--- config.mk ---
export PLATFORM = sky130hd
export DESIGN_NAME = moving_interval_separation_test_core
export DESIGN_NICKNAME = d
export VERILOG_FILES = /design/src/design/msep_pkg.sv /design/src/design/msep_div.sv /design/src/design/moving_interval_separation_test_core.sv
export SDC_FILE = /design/constraint.sdc
export NUM_CORES = 2
export LEC_CHECK = 0
export BUFFER_PORTS_ARGS = -buffer_cell sky130_fd_sc_hd__buf_2
export CORE_MARGIN = 1.5
export CORE_UTILIZATION = 50
export CTS_BUF_LIST = sky130_fd_sc_hd__clkbuf_4
export DETAILED_ROUTE_END_ITERATION = 6
export GPL_ROUTABILITY_DRIVEN = 0
export PLACE_DENSITY = 0.69
export SLEW_MARGIN = 10
export SYNTH_ARGS = -nofsm -noshare
export SYNTH_HDL_FRONTEND = slang
export SYNTH_SLANG_ARGS = --single-unit
--- constraint.sdc ---
create_clock -name clk_i -period 53 [get_ports clk_i]
set_clock_uncertainty 0.05 [all_clocks]
set_input_delay 7.95 -clock clk_i [delete_from_list [all_inputs] [get_ports clk_i]]
set_output_delay 7.95 -clock clk_i [all_outputs]
set_load 0.03 [all_outputs]
--- src/design/msep_pkg.sv ---
// ----------------------------------------------------------------------------
// msep_pkg
// Shared types and constants of the moving interval separation test.
// ----------------------------------------------------------------------------
`default_nettype none

package msep_pkg;

  // Q16.16 value and time widths
  localparam int unsigned QW    = 32;
  localparam int unsigned TimeW = 31;

  // Stream payload widths, padded to whole bytes
  localparam int unsigned InDataW  = 160;
  localparam int unsigned OutDataW = 200;

  // Quotient bits resolved one per cycle by the serial divider
  localparam int unsigned DivSteps = 33;
  localparam int unsigned DivCntW  = $clog2(DivSteps + 1);

  localparam logic signed [QW-1:0] QMax       = 32'sh7FFF_FFFF;
  localparam logic signed [QW-1:0] QMin       = 32'sh8000_0000;
  localparam logic [TimeW-1:0]     HorizonRst = 31'd1092;

  // Contact side codes (two's complement -1, 0, +1)
  localparam logic [1:0] SideNone  = 2'b00;
  localparam logic [1:0] SideLeft  = 2'b11;
  localparam logic [1:0] SideRight = 2'b01;

  typedef enum logic [2:0] {
    ST_IDLE,
    ST_LOAD,
    ST_DIV,
    ST_FIRST,
    ST_HORIZ,
    ST_LAST,
    ST_JUDGE,
    ST_WRITE
  } msep_state_e;

  typedef enum logic [1:0] {
    KIND_LEFT,
    KIND_RIGHT,
    KIND_OVER
  } msep_kind_e;

  typedef struct packed {
    logic                   start;
    logic signed [QW:0]     num;
    logic signed [QW-1:0]   den;
  } msep_div_req_t;

  typedef struct packed {
    logic                   done;
    logic signed [QW-1:0]   quot;
  } msep_div_rsp_t;

endpackage

`default_nettype wire

--- src/design/msep_div.sv ---
// ----------------------------------------------------------------------------
// msep_div
// Bit-serial signed divider: (num * 65536) / den, truncated toward zero and
// saturated to the signed 32-bit range. One quotient bit per cycle.
// ----------------------------------------------------------------------------
`default_nettype none

module msep_div
  import msep_pkg::*;
(
  input  logic          clk_i,
  input  logic          rst_ni,
  input  msep_div_req_t req_i,
  output msep_div_rsp_t rsp_o
);

  logic               busy_q;
  logic               done_q;
  logic [DivCntW-1:0] cnt_q;
  logic [QW-1:0]      rem_q;
  logic [QW:0]        sh_q;
  logic [QW-1:0]      den_q;
  logic               neg_q;
  logic               ovf_q;
  logic [QW-1:0]      quot_q;

  logic [QW:0]        num_abs;
  logic [QW-1:0]      den_abs;
  logic [QW-1:0]      head;
  logic [QW:0]        trial;
  logic [QW:0]        diff;
  logic               fits;
  logic [QW-1:0]      rem_d;
  logic [QW:0]        neg_mag;
  logic [QW-1:0]      sat;

  assign num_abs = req_i.num[QW] ? ((QW+1)'(0) - req_i.num) : req_i.num;
  assign den_abs = req_i.den[QW-1] ? (QW'(0) - req_i.den) : req_i.den;

  // The scaled dividend is |num| << 16; its bits above the 33 resolved
  // quotient positions form the initial partial remainder.
  assign head = {16'd0, num_abs[QW:17]};

  assign trial = {rem_q, sh_q[QW]};
  assign diff  = trial - {1'b0, den_q};
  assign fits  = (trial >= {1'b0, den_q});
  assign rem_d = fits ? diff[QW-1:0] : trial[QW-1:0];

  assign neg_mag = (QW+1)'(0) - sh_q;

  always_comb begin
    if (ovf_q) begin
      sat = neg_q ? QMin : QMax;
    end else if (neg_q) begin
      sat = (sh_q > {1'b0, QMin}) ? QMin : neg_mag[QW-1:0];
    end else begin
      sat = (sh_q > {1'b0, QMax}) ? QMax : sh_q[QW-1:0];
    end
  end

  always_ff @(posedge clk_i or negedge rst_ni) begin
    if (!rst_ni) begin
      busy_q <= 1'b0;
      done_q <= 1'b0;
      cnt_q  <= '0;
    end else begin
      done_q <= 1'b0;
      if (req_i.start) begin
        busy_q <= 1'b1;
        cnt_q  <= DivCntW'(DivSteps);
      end else if (busy_q) begin
        if (cnt_q != '0) begin
          cnt_q <= cnt_q - 1'b1;
        end else begin
          busy_q <= 1'b0;
          done_q <= 1'b1;
        end
      end
    end
  end

  always_ff @(posedge clk_i) begin
    if (req_i.start) begin
      rem_q <= head;
      sh_q  <= {num_abs[16:0], 16'd0};
      den_q <= den_abs;
      neg_q <= req_i.num[QW] ^ req_i.den[QW-1];
      ovf_q <= (head >= den_abs);
    end else if (busy_q) begin
      if (cnt_q != '0) begin
        rem_q <= rem_d;
        // Quotient bits enter at the bottom as dividend bits leave the top.
        sh_q  <= {sh_q[QW-1:0], fits};
      end else begin
        quot_q <= sat;
      end
    end
  end

  assign rsp_o.done = done_q;
  assign rsp_o.quot = quot_q;

endmodule

`default_nettype wire

--- src/design/moving_interval_separation_test_core.sv ---
// ----------------------------------------------------------------------------
// moving_interval_separation_test_core
// Separating axis test for two moving convex bodies, one axis per item.
// ----------------------------------------------------------------------------
// Each item on the slave stream is one candidate axis: the projected
// intervals of bodies A and B and their relative speed, with tuser set on
// the first axis of a new body pair. Every item yields exactly one result
// item on the master stream holding the separation flag, contact side,
// first and last contact times and the intervals that set first contact.
// The time horizon is to be written by the user over the cfg channel only
// while the block is idle; the block itself does not enforce this. Items
// are handled one at a time. An axis with intervals apart and closing in
// needs two contact times, found by two bit-serial dividers working side by
// side, 33 quotient bits at one bit per cycle; axes that need no division
// skip them. The next item can be taken in the cycle after the result is
// registered. The result register holds its item while m_axis_tready is
// low, and a new result waits in the write state until it is free.
// Reset clears the pair state, sets the last contact time to its maximum and
// restores the horizon to 1092 (about 1/60 in Q16.16).
// ----------------------------------------------------------------------------
`default_nettype none

module moving_interval_separation_test_core
  import msep_pkg::*;
(
  input  logic                clk_i,
  input  logic                rst_ni,
  input  logic                cfg_valid_i,
  output logic                cfg_ready_o,
  input  logic [TimeW-1:0]    cfg_data_i,
  input  logic                s_axis_tvalid,
  output logic                s_axis_tready,
  // a_min, a_max, b_min, b_max, axis_speed (32 bits each, lowest first)
  input  logic [InDataW-1:0]  s_axis_tdata,
  // new_pair
  input  logic                s_axis_tuser,
  output logic                m_axis_tvalid,
  input  logic                m_axis_tready,
  // separated, contact_side, first_time, last_time, hit_a_min, hit_a_max,
  // hit_b_min, hit_b_max, zero padding
  output logic [OutDataW-1:0] m_axis_tdata
);

  msep_state_e state_q, state_d;
  msep_kind_e  kind_q, kind_d;

  logic [TimeW-1:0]     horizon_q;
  logic [TimeW-1:0]     first_q;
  logic signed [QW-1:0] last_q;
  logic [1:0]           side_q;
  logic signed [QW-1:0] hit_q [4];
  logic                 sticky_q;

  logic signed [QW-1:0] a_min_q, a_max_q, b_min_q, b_max_q, spd_q;

  logic                 out_valid_q;
  logic [OutDataW-1:0]  out_data_q;

  msep_div_req_t req_first, req_last;
  msep_div_rsp_t rsp_first, rsp_last;

  logic left_w, right_w, spd_neg, spd_zero, spd_pos;
  logic sep_now, hz_over, cross_w, first_gt, last_lt, out_free;
  logic signed [QW:0] num_first, num_last;
  logic signed [QW:0] d_amin_bmin, d_amax_bmin, d_amin_bmax;

  logic accept, clr_pair, start_div, take_first, take_last, set_sticky, out_load;

  // ---------------------------------------------------------------- classify
  assign left_w   = (b_max_q < a_min_q);
  assign right_w  = !left_w && (a_max_q < b_min_q);
  assign spd_neg  = spd_q[QW-1];
  assign spd_zero = (spd_q == '0);
  assign spd_pos  = !spd_neg && !spd_zero;

  // Apart and not closing in: separated without any division.
  assign sep_now = (left_w && !spd_pos) || (right_w && !spd_neg);

  assign d_amin_bmin = {a_min_q[QW-1], a_min_q} - {b_min_q[QW-1], b_min_q};
  assign d_amax_bmin = {a_max_q[QW-1], a_max_q} - {b_min_q[QW-1], b_min_q};
  assign d_amin_bmax = {a_min_q[QW-1], a_min_q} - {b_max_q[QW-1], b_max_q};

  always_comb begin
    num_first = '0;
    num_last  = '0;
    kind_d    = KIND_OVER;
    if (left_w) begin
      num_first = d_amin_bmin;
      num_last  = d_amax_bmin;
      kind_d    = KIND_LEFT;
    end else if (right_w) begin
      num_first = d_amax_bmin;
      num_last  = d_amin_bmax;
      kind_d    = KIND_RIGHT;
    end else begin
      num_last  = spd_pos ? d_amax_bmin : d_amin_bmax;
    end
  end

  assign first_gt = (rsp_first.quot > $signed({1'b0, first_q}));
  assign last_lt  = (rsp_last.quot < last_q);
  assign hz_over  = (first_q > horizon_q);
  assign cross_w  = ($signed({1'b0, first_q}) > last_q);
  assign out_free = !out_valid_q || m_axis_tready;

  // ---------------------------------------------------------------- dividers
  assign req_first.start = start_div;
  assign req_first.num   = num_first;
  assign req_first.den   = spd_q;
  assign req_last.start  = start_div;
  assign req_last.num    = num_last;
  assign req_last.den    = spd_q;

  msep_div u_div_first (
    .clk_i  (clk_i),
    .rst_ni (rst_ni),
    .req_i  (req_first),
    .rsp_o  (rsp_first)
  );

  msep_div u_div_last (
    .clk_i  (clk_i),
    .rst_ni (rst_ni),
    .req_i  (req_last),
    .rsp_o  (rsp_last)
  );

  // ---------------------------------------------------------------- FSM
  always_comb begin
    state_d = state_q;
    unique case (state_q)
      ST_IDLE:  if (s_axis_tvalid) state_d = ST_LOAD;
      ST_LOAD: begin
        if (sticky_q || sep_now || (!left_w && !right_w && spd_zero)) begin
          state_d = ST_WRITE;
        end else begin
          state_d = ST_DIV;
        end
      end
      ST_DIV: begin
        if (rsp_last.done) state_d = (kind_q == KIND_OVER) ? ST_LAST : ST_FIRST;
      end
      ST_FIRST: state_d = ST_HORIZ;
      ST_HORIZ: state_d = hz_over ? ST_WRITE : ST_LAST;
      ST_LAST:  state_d = ST_JUDGE;
      ST_JUDGE: state_d = ST_WRITE;
      ST_WRITE: if (out_free) state_d = ST_IDLE;
      default:  state_d = ST_IDLE;
    endcase
  end

  always_comb begin
    s_axis_tready = 1'b0;
    accept        = 1'b0;
    clr_pair      = 1'b0;
    start_div     = 1'b0;
    take_first    = 1'b0;
    take_last     = 1'b0;
    set_sticky    = 1'b0;
    out_load      = 1'b0;
    unique case (state_q)
      ST_IDLE: begin
        s_axis_tready = 1'b1;
        accept        = s_axis_tvalid;
        clr_pair      = s_axis_tvalid && s_axis_tuser;
      end
      ST_LOAD: begin
        set_sticky = !sticky_q && sep_now;
        start_div  = !sticky_q && !sep_now && !(!left_w && !right_w && spd_zero);
      end
      ST_FIRST: take_first = first_gt;
      ST_HORIZ: set_sticky = hz_over;
      ST_LAST:  take_last  = last_lt;
      ST_JUDGE: set_sticky = cross_w;
      ST_WRITE: out_load   = out_free;
      default: ;
    endcase
  end

  always_ff @(posedge clk_i or negedge rst_ni) begin
    if (!rst_ni) begin
      state_q <= ST_IDLE;
      kind_q  <= KIND_OVER;
    end else begin
      state_q <= state_d;
      if (start_div) kind_q <= kind_d;
    end
  end

  // ---------------------------------------------------------------- pair state
  assign cfg_ready_o = 1'b1;

  always_ff @(posedge clk_i or negedge rst_ni) begin
    if (!rst_ni) begin
      horizon_q <= HorizonRst;
      first_q   <= '0;
      last_q    <= QMax;
      side_q    <= SideNone;
      sticky_q  <= 1'b0;
      for (int k = 0; k < 4; k++) hit_q[k] <= '0;
    end else begin
      if (cfg_valid_i) horizon_q <= cfg_data_i;
      if (clr_pair) begin
        first_q  <= '0;
        last_q   <= QMax;
        side_q   <= SideNone;
        sticky_q <= 1'b0;
        for (int k = 0; k < 4; k++) hit_q[k] <= '0;
      end else begin
        if (set_sticky) sticky_q <= 1'b1;
        if (take_first) begin
          // A quotient above first_q is positive, so its low 31 bits hold it.
          first_q  <= rsp_first.quot[TimeW-1:0];
          side_q   <= (kind_q == KIND_LEFT) ? SideLeft : SideRight;
          hit_q[0] <= a_min_q;
          hit_q[1] <= a_max_q;
          hit_q[2] <= b_min_q;
          hit_q[3] <= b_max_q;
        end
        if (take_last) last_q <= rsp_last.quot;
      end
    end
  end

  always_ff @(posedge clk_i) begin
    if (accept) begin
      a_min_q <= s_axis_tdata[31:0];
      a_max_q <= s_axis_tdata[63:32];
      b_min_q <= s_axis_tdata[95:64];
      b_max_q <= s_axis_tdata[127:96];
      spd_q   <= s_axis_tdata[159:128];
    end
  end

  // ---------------------------------------------------------------- result
  always_ff @(posedge clk_i or negedge rst_ni) begin
    if (!rst_ni) begin
      out_valid_q <= 1'b0;
    end else if (out_load) begin
      out_valid_q <= 1'b1;
    end else if (m_axis_tready) begin
      out_valid_q <= 1'b0;
    end
  end

  always_ff @(posedge clk_i) begin
    if (out_load) begin
      out_data_q <= {6'd0, hit_q[3], hit_q[2], hit_q[1], hit_q[0],
                     last_q, first_q, side_q, sticky_q};
    end
  end

  assign m_axis_tvalid = out_valid_q;
  assign m_axis_tdata  = out_data_q;

endmodule

`default_nettype wire

== Word-level counts from Yosys, hierarchy flattened ==
Index checks and enable logic that the tools add are counted.
Storage, ports and cells
  register bits: 830
  logic and storage cells: 200
Cells by class
  magnitude comparators: 14
  reduce and logical (&&, ||, !) cells: 43
  bitwise gates (word level): 5
  mux-type cells: 77
  equality and inequality tests: 11
  add/sub/neg operators: 12
Operators by type and width (count)
  32-bit two-way mux: 15
  33-bit two-way mux: 13
  128-bit two-way mux: 2
  32-bit by 32-bit subtractor with 33-bit output: 3
  32-bit less-than comparator: 3
  16-bit two-way mux: 6
  1-bit by 32-bit subtractor with 32-bit output (first input constant): 3
  33-bit by 32-bit >= comparator with 1-bit output: 2
  33-bit by 31-bit > comparator with 1-bit output (second input constant): 2
  33-bit by 32-bit > comparator with 1-bit output (second input constant): 2
  1-bit by 33-bit subtractor with 33-bit output (first input constant): 2
  16-bit by 32-bit >= comparator with 1-bit output: 2
  32-bit > comparator: 2
  32-bit subtractor: 2
  31-bit two-way mux: 2
  6-bit two-way mux: 6
  32-bit zero test: 1
  31-bit > comparator: 1
  3-bit case mux with 8 select lines: 1
  1-bit two-way mux: 20
  2-bit nonzero test: 8
  3-bit two-way mux: 5
  3-bit == test (second input constant): 4
  2-bit two-way mux: 6
  17 further kinds: 49

== Depth between registers and ports, before layout ==
  depth in word-level cells: 12
  mapped depth: 35

== Hierarchy ==
A second synthesis with hierarchy kept.
Second synthesis, totals
  cell total of the unflattened synthesis: 4890
  area total of the unflattened synthesis: 48572.8 sq um
Modules (own cells, without submodules)
  moving_interval_separation_test_core: area each 28637.5 sq um, seq. area each 16454.5 sq um, times used 1, cells an instance 2573
  msep_div at u_div_last: area each 10013.4 sq um, seq. area each 3813.7 sq um, times used 1, cells an instance 1176
  msep_div at u_div_first: area each 9922.0 sq um, seq. area each 3813.7 sq um, times used 1, cells an instance 1141

== Worst setup path before layout ==
Ideal clock, no wire load.
  path kind: input-to-reg
  from: input s_axis_tvalid
  to: register first_q[21]
  setup time: 130 ps
  arrival: 28139 ps
  setup slack: 24681 ps
  buffers on the path: 2
  stages on the path: 6
  cells stage by stage: nor4b_1 -> nand2_1 -> clkbuf_1 -> clkbuf_1 -> nand3_1 -> o21ai_0
On the way
  longest elaborated chain between the ends: 3
  elaborated cells between the ends (all ways): 4
  those cells by class: 2 x mux; 2 x reduce/logical
Ends and longest elaborated chain
  from (decl): RTL line moving_interval_separation_test_core.sv:31  | input logic s_axis_tvalid,
  1-bit logical AND (*): RTL line moving_interval_separation_test_core.sv:165  | clr_pair = s_axis_tvalid && s_axis_tuser;
  1-bit two-way mux (*): RTL line moving_interval_separation_test_core.sv:161  | unique case (state_q)
  31-bit two-way mux / 2-bit nonzero test (equally long branches)
  to (signal assigned): RTL line moving_interval_separation_test_core.sv:213  | first_q <= rsp_first.quot[TimeW-1:0];
  to (decl): RTL line moving_interval_separation_test_core.sv:48  | logic [TimeW-1:0] first_q;
Every way passes the cells marked *; elsewhere a longest branch is shown, timed or not.
A chain may end at the register's enable or synchronous reset.

== Worst setup path in the final report ==
  from: input m_axis_tready
  to: register out_data_q[158], in the netlist m_axis_tdata[158], enable pin
On the way
  longest elaborated chain between the ends: 2
Ends and longest elaborated chain
  from (decl): RTL line moving_interval_separation_test_core.sv:38  | input logic m_axis_tready,
  1-bit logical OR: RTL line moving_interval_separation_test_core.sv:104  | assign out_free = !out_valid_q || m_axis_tready;
  1-bit two-way mux: RTL line moving_interval_separation_test_core.sv:161
  named net out_load: RTL line moving_interval_separation_test_core.sv:67  | logic accept, clr_pair, start_div, take_first, take_last, set_sticky, out_load;
  to (signal assigned): RTL line moving_interval_separation_test_core.sv:248  | out_data_q <= {6'd0, hit_q[3], hit_q[2], hit_q[1], hit_q[0],
  to (decl): RTL line moving_interval_separation_test_core.sv:57  | logic [OutDataW-1:0] out_data_q;
The timed path passes the listed nets, and every way through them passes these cells.

==> impl_results.md <==
- TritonCTS Buffers: roughly 220
- Gate family responsible for the most delay along the worst path: buffers and inverters
- Final non-filler cell total: between 6000 and 7000
- Worst Path Buf+Inv: 4
- Number of global-route vias before repair: 37375
- Setup Viol. Count Final: 0
- Lkg Pwr: 22.88 nW
- Clock-pin slew on the worst setup and hold paths: roughly 70 ps
- Critical-path cell list: buf_2, nor2b_1, nor2_4, buf_4, buf_4, buf_4
- First-pass GRT wire length: roughly 210 mm
- Layout fillers: 8391
- Worst hold margin: about 380 ps
- Top_reg_cell synth: edfxtp_1
- ANT nets after route: 0
- CTS H-tree lvls: 4
- Hold-fix buffers at CTS: 0
- Clock latency at the later pin of the worst-skew pair: around 1100 ps
- Routed WL per cell: approximately 20 um
- DR iter-0 viols: roughly 3600
- Yosys top cell by area: edfxtp_1
- Clock tree sinks: 830
- Number of synthesized register bits: a little over 800
- Post-CTS setup buffer count: 0
- IO Port Bufs: 392
- Seq/Total Area, Yosys: 0.4828
- Core area: 0.09487 mm^2
- Outcome: finished, final reports clean
- RSZ-0062 raised after global routing: no
- Layout overhead on the synthesized area: 12.38%
- Largest net degree at the start of global routing: 145
- Vias: between 30000 and 40000
- Synth top area share: 0.3264
- Number of vias per cell: roughly 6
- Post-synthesis cell type count: slightly below 100
- WP data arrival: between 10000 and 15000 ps
- Mapped Cells: just under 5000
- Pwr dens: between 40 and 50 mW/mm^2
- CTS resizes: 0
- Initial antenna violation count: 6
- Worst slew pin tran: around 1100 ps
- Count leader, synth: edfxtp_1
- Chip Width: 312.3 um
- Overflow after GRT: 0
- Max_slew headroom: 0.2735
- Post-synth top cells: edfxtp_1, o21ai_0, inv_1
- Die ar.: 0.09754 mm^2
- Die span in y: about 310 um
- Max-Cap Viols: 0
- Setup TNS: 0 ps
- CP most frequent cell: buf_4
- Maximum clock frequency: 95.86 MHz
- I/O pin count: 400
- Nets@finish: ~5800
- Crit start category: primary input
- Hold Fails Final Rpt: 0
- DRC: 0
- Clock Tree Buf Depth: 3
- CP Capture Type: flip-flop
- Post-DP Area: around 0.051 mm^2
- Yosys warns: 0
- Synth area leaders: edfxtp_1, dfrtp_1, ha_1
- Setup CP Type: in2reg
- Slowest-stage cell, CP: buf_4
- Worst VDD drop: approximately 0.000026 V
- Post-synth EDFFs: 520
- Synthesized area: 0.04784 mm^2
- Fin crit period: 10430 ps
- Ys async rst share: 0.2964
- Design area: between 0.05 and 0.06 mm^2
- Initial Util: 0.5042
- Crit Path Max Fanout: 60
- Hold Path Class: reg2reg
- Tot GR Track Use: 0.2759
- Detail Placement HPWL: 101.5 mm
- Layout cells sized above 1: 0.1653
- Synthesized area per cell: between 9 and 10 um^2
- CTS tree: yes
- Clk root buf: clkbuf_4
- Final Max Tran Viols: 0
- Routed WL: 136.9 mm
- DR pass1 iterations: 5
- Max stage delay on crit path: between 700 and 800 ps
- Total placed cells including tap cells: 6345
- Final Cycle Share: 0.1968
- Critical Path RT: 53690 ps
- Row count: 113
[power breakdown]
group          switching (mW)  total (mW)  internal [mW]
logic                   0.495       0.752          0.257
clock network           0.272       0.575          0.304
registers               0.104       0.980          0.876
total                   0.871        2.31           1.44
[stage by stage]
stage	util	power, mW	worst slack [ps]
2_1_floorplan	-	1.512	24680
3_3_place_gp	0.5356	1.712	41520
3_5_place_dp	0.5356	1.735	41420
4_1_cts	0.5665	2.319	42670
5_1_grt	0.5666	2.449	42410
6_report	0.5667	2.307	42570
[final cells by class]
class,instances,area (um^2),area share
clock inverters,80,462.9,0.008611
clock buffers,328,2462,0.04580
diodes,8,20.02,0.0003724
well taps,1265,1583,0.02944
flip-flops and latches,830,23100,0.4296
repair buffers,430,2270,0.04222
multi-input cells,3435,22420,0.4170
inverters,385,1446,0.02691
[final timing paths]
path                                       start                     endpoint  slack, ps  cells past startpoint
max                                m_axis_tready  m_axis_tdata[158]$_DFFE_PP_      42570                      6
min                        hit_q[73]$_DFFE_PN0P_  m_axis_tdata[107]$_DFFE_PP_        380                      0
max reg2reg                 a_min_q[0]$_DFFE_PP_   u_div_last.ovf_q$_DFFE_PP_      44890                     28
min reg2reg                hit_q[73]$_DFFE_PN0P_  m_axis_tdata[107]$_DFFE_PP_        380                      0
max in group asynchronous                 rst_ni  u_div_last.busy_q$_DFF_PN0_      44680                      2
min in group asynchronous                 rst_ni       hit_q[104]$_DFFE_PN0P_       6820                      1
[placed cells by master (no fill, tap or decap), drive strengths merged, types with 38 or more instances in the layout]
cell    netlist  layout
xnor2       117     117
a31oi        75      75
o21a         60      60
o211ai       38      38
clkbuf      220     328
dfrtp       211     211
nand4        64      64
a21oi       296     296
or3          51      51
nand3       277     277
nor2b        58      58
nand2b       48      48
edfxtp      520     520
buf          25     430
a211oi       57      57
nor2        275     275
inv         383     389
dfxtp        64      64
a21o        104     104
nand2       352     352
nor3        159     159
clkinv        2      68
xor2         86      86
ha          327     327
o21ai       468     468
[metal layers]
layer,vias to the layer above,part of all wire,wire [um],global-route usage
met2,1605,0.45,62070,0.4282
met4,0,0.031,4177,0.1012
met1,18847,0.43,59380,0.3807
met5,-,0,0,0
li1,18911,-,-,-
met3,263,0.082,11240,0.05906
[state kept, by name, indices dropped and copies added (netlist names), 2 cells and up]
signal,cells
m_axis_tdata,194
hit_q,128
u_div_first.sh_q,33
u_div_last.sh_q,33
a_max_q,32
a_min_q,32
b_max_q,32
b_min_q,32
last_q,32
spd_q,32
u_div_first.den_q,32
u_div_first.quot_q,32
u_div_first.rem_q,32
u_div_last.quot_q,32
u_div_last.rem_q,32
first_q,31
horizon_q,31
u_div_first.cnt_q,6
u_div_last.cnt_q,6
state_q,3
kind_q,2
side_q,2
[worst register-to-register path: cells and delay by family, from the launching register on]
family / cells / cell delay, ps
AOI/OAI and AO/OA: 17 / 5010
xor gates and xnor gates: 1 / 290
adders and majority gates: 3 / 960
buffers and inverters: 3 / 690
DFF: 1 / 350
and+or+nand+nor: 4 / 470
[logic make-up (layout without fill, tap and decap cells)]
family,count (synthesis),in the layout,synth area share
compound gates,1380,1380,0.1810
fa+ha+maj,332,332,0.08762
buf+inv,630,1223,0.05064
xor+xnor,203,203,0.03732
other cells,2,15,0.0001570
mux,33,33,0.007245
flops,830,830,0.4828
simple gates,1480,1480,0.1532
Power figures use the tool's default switching activity.
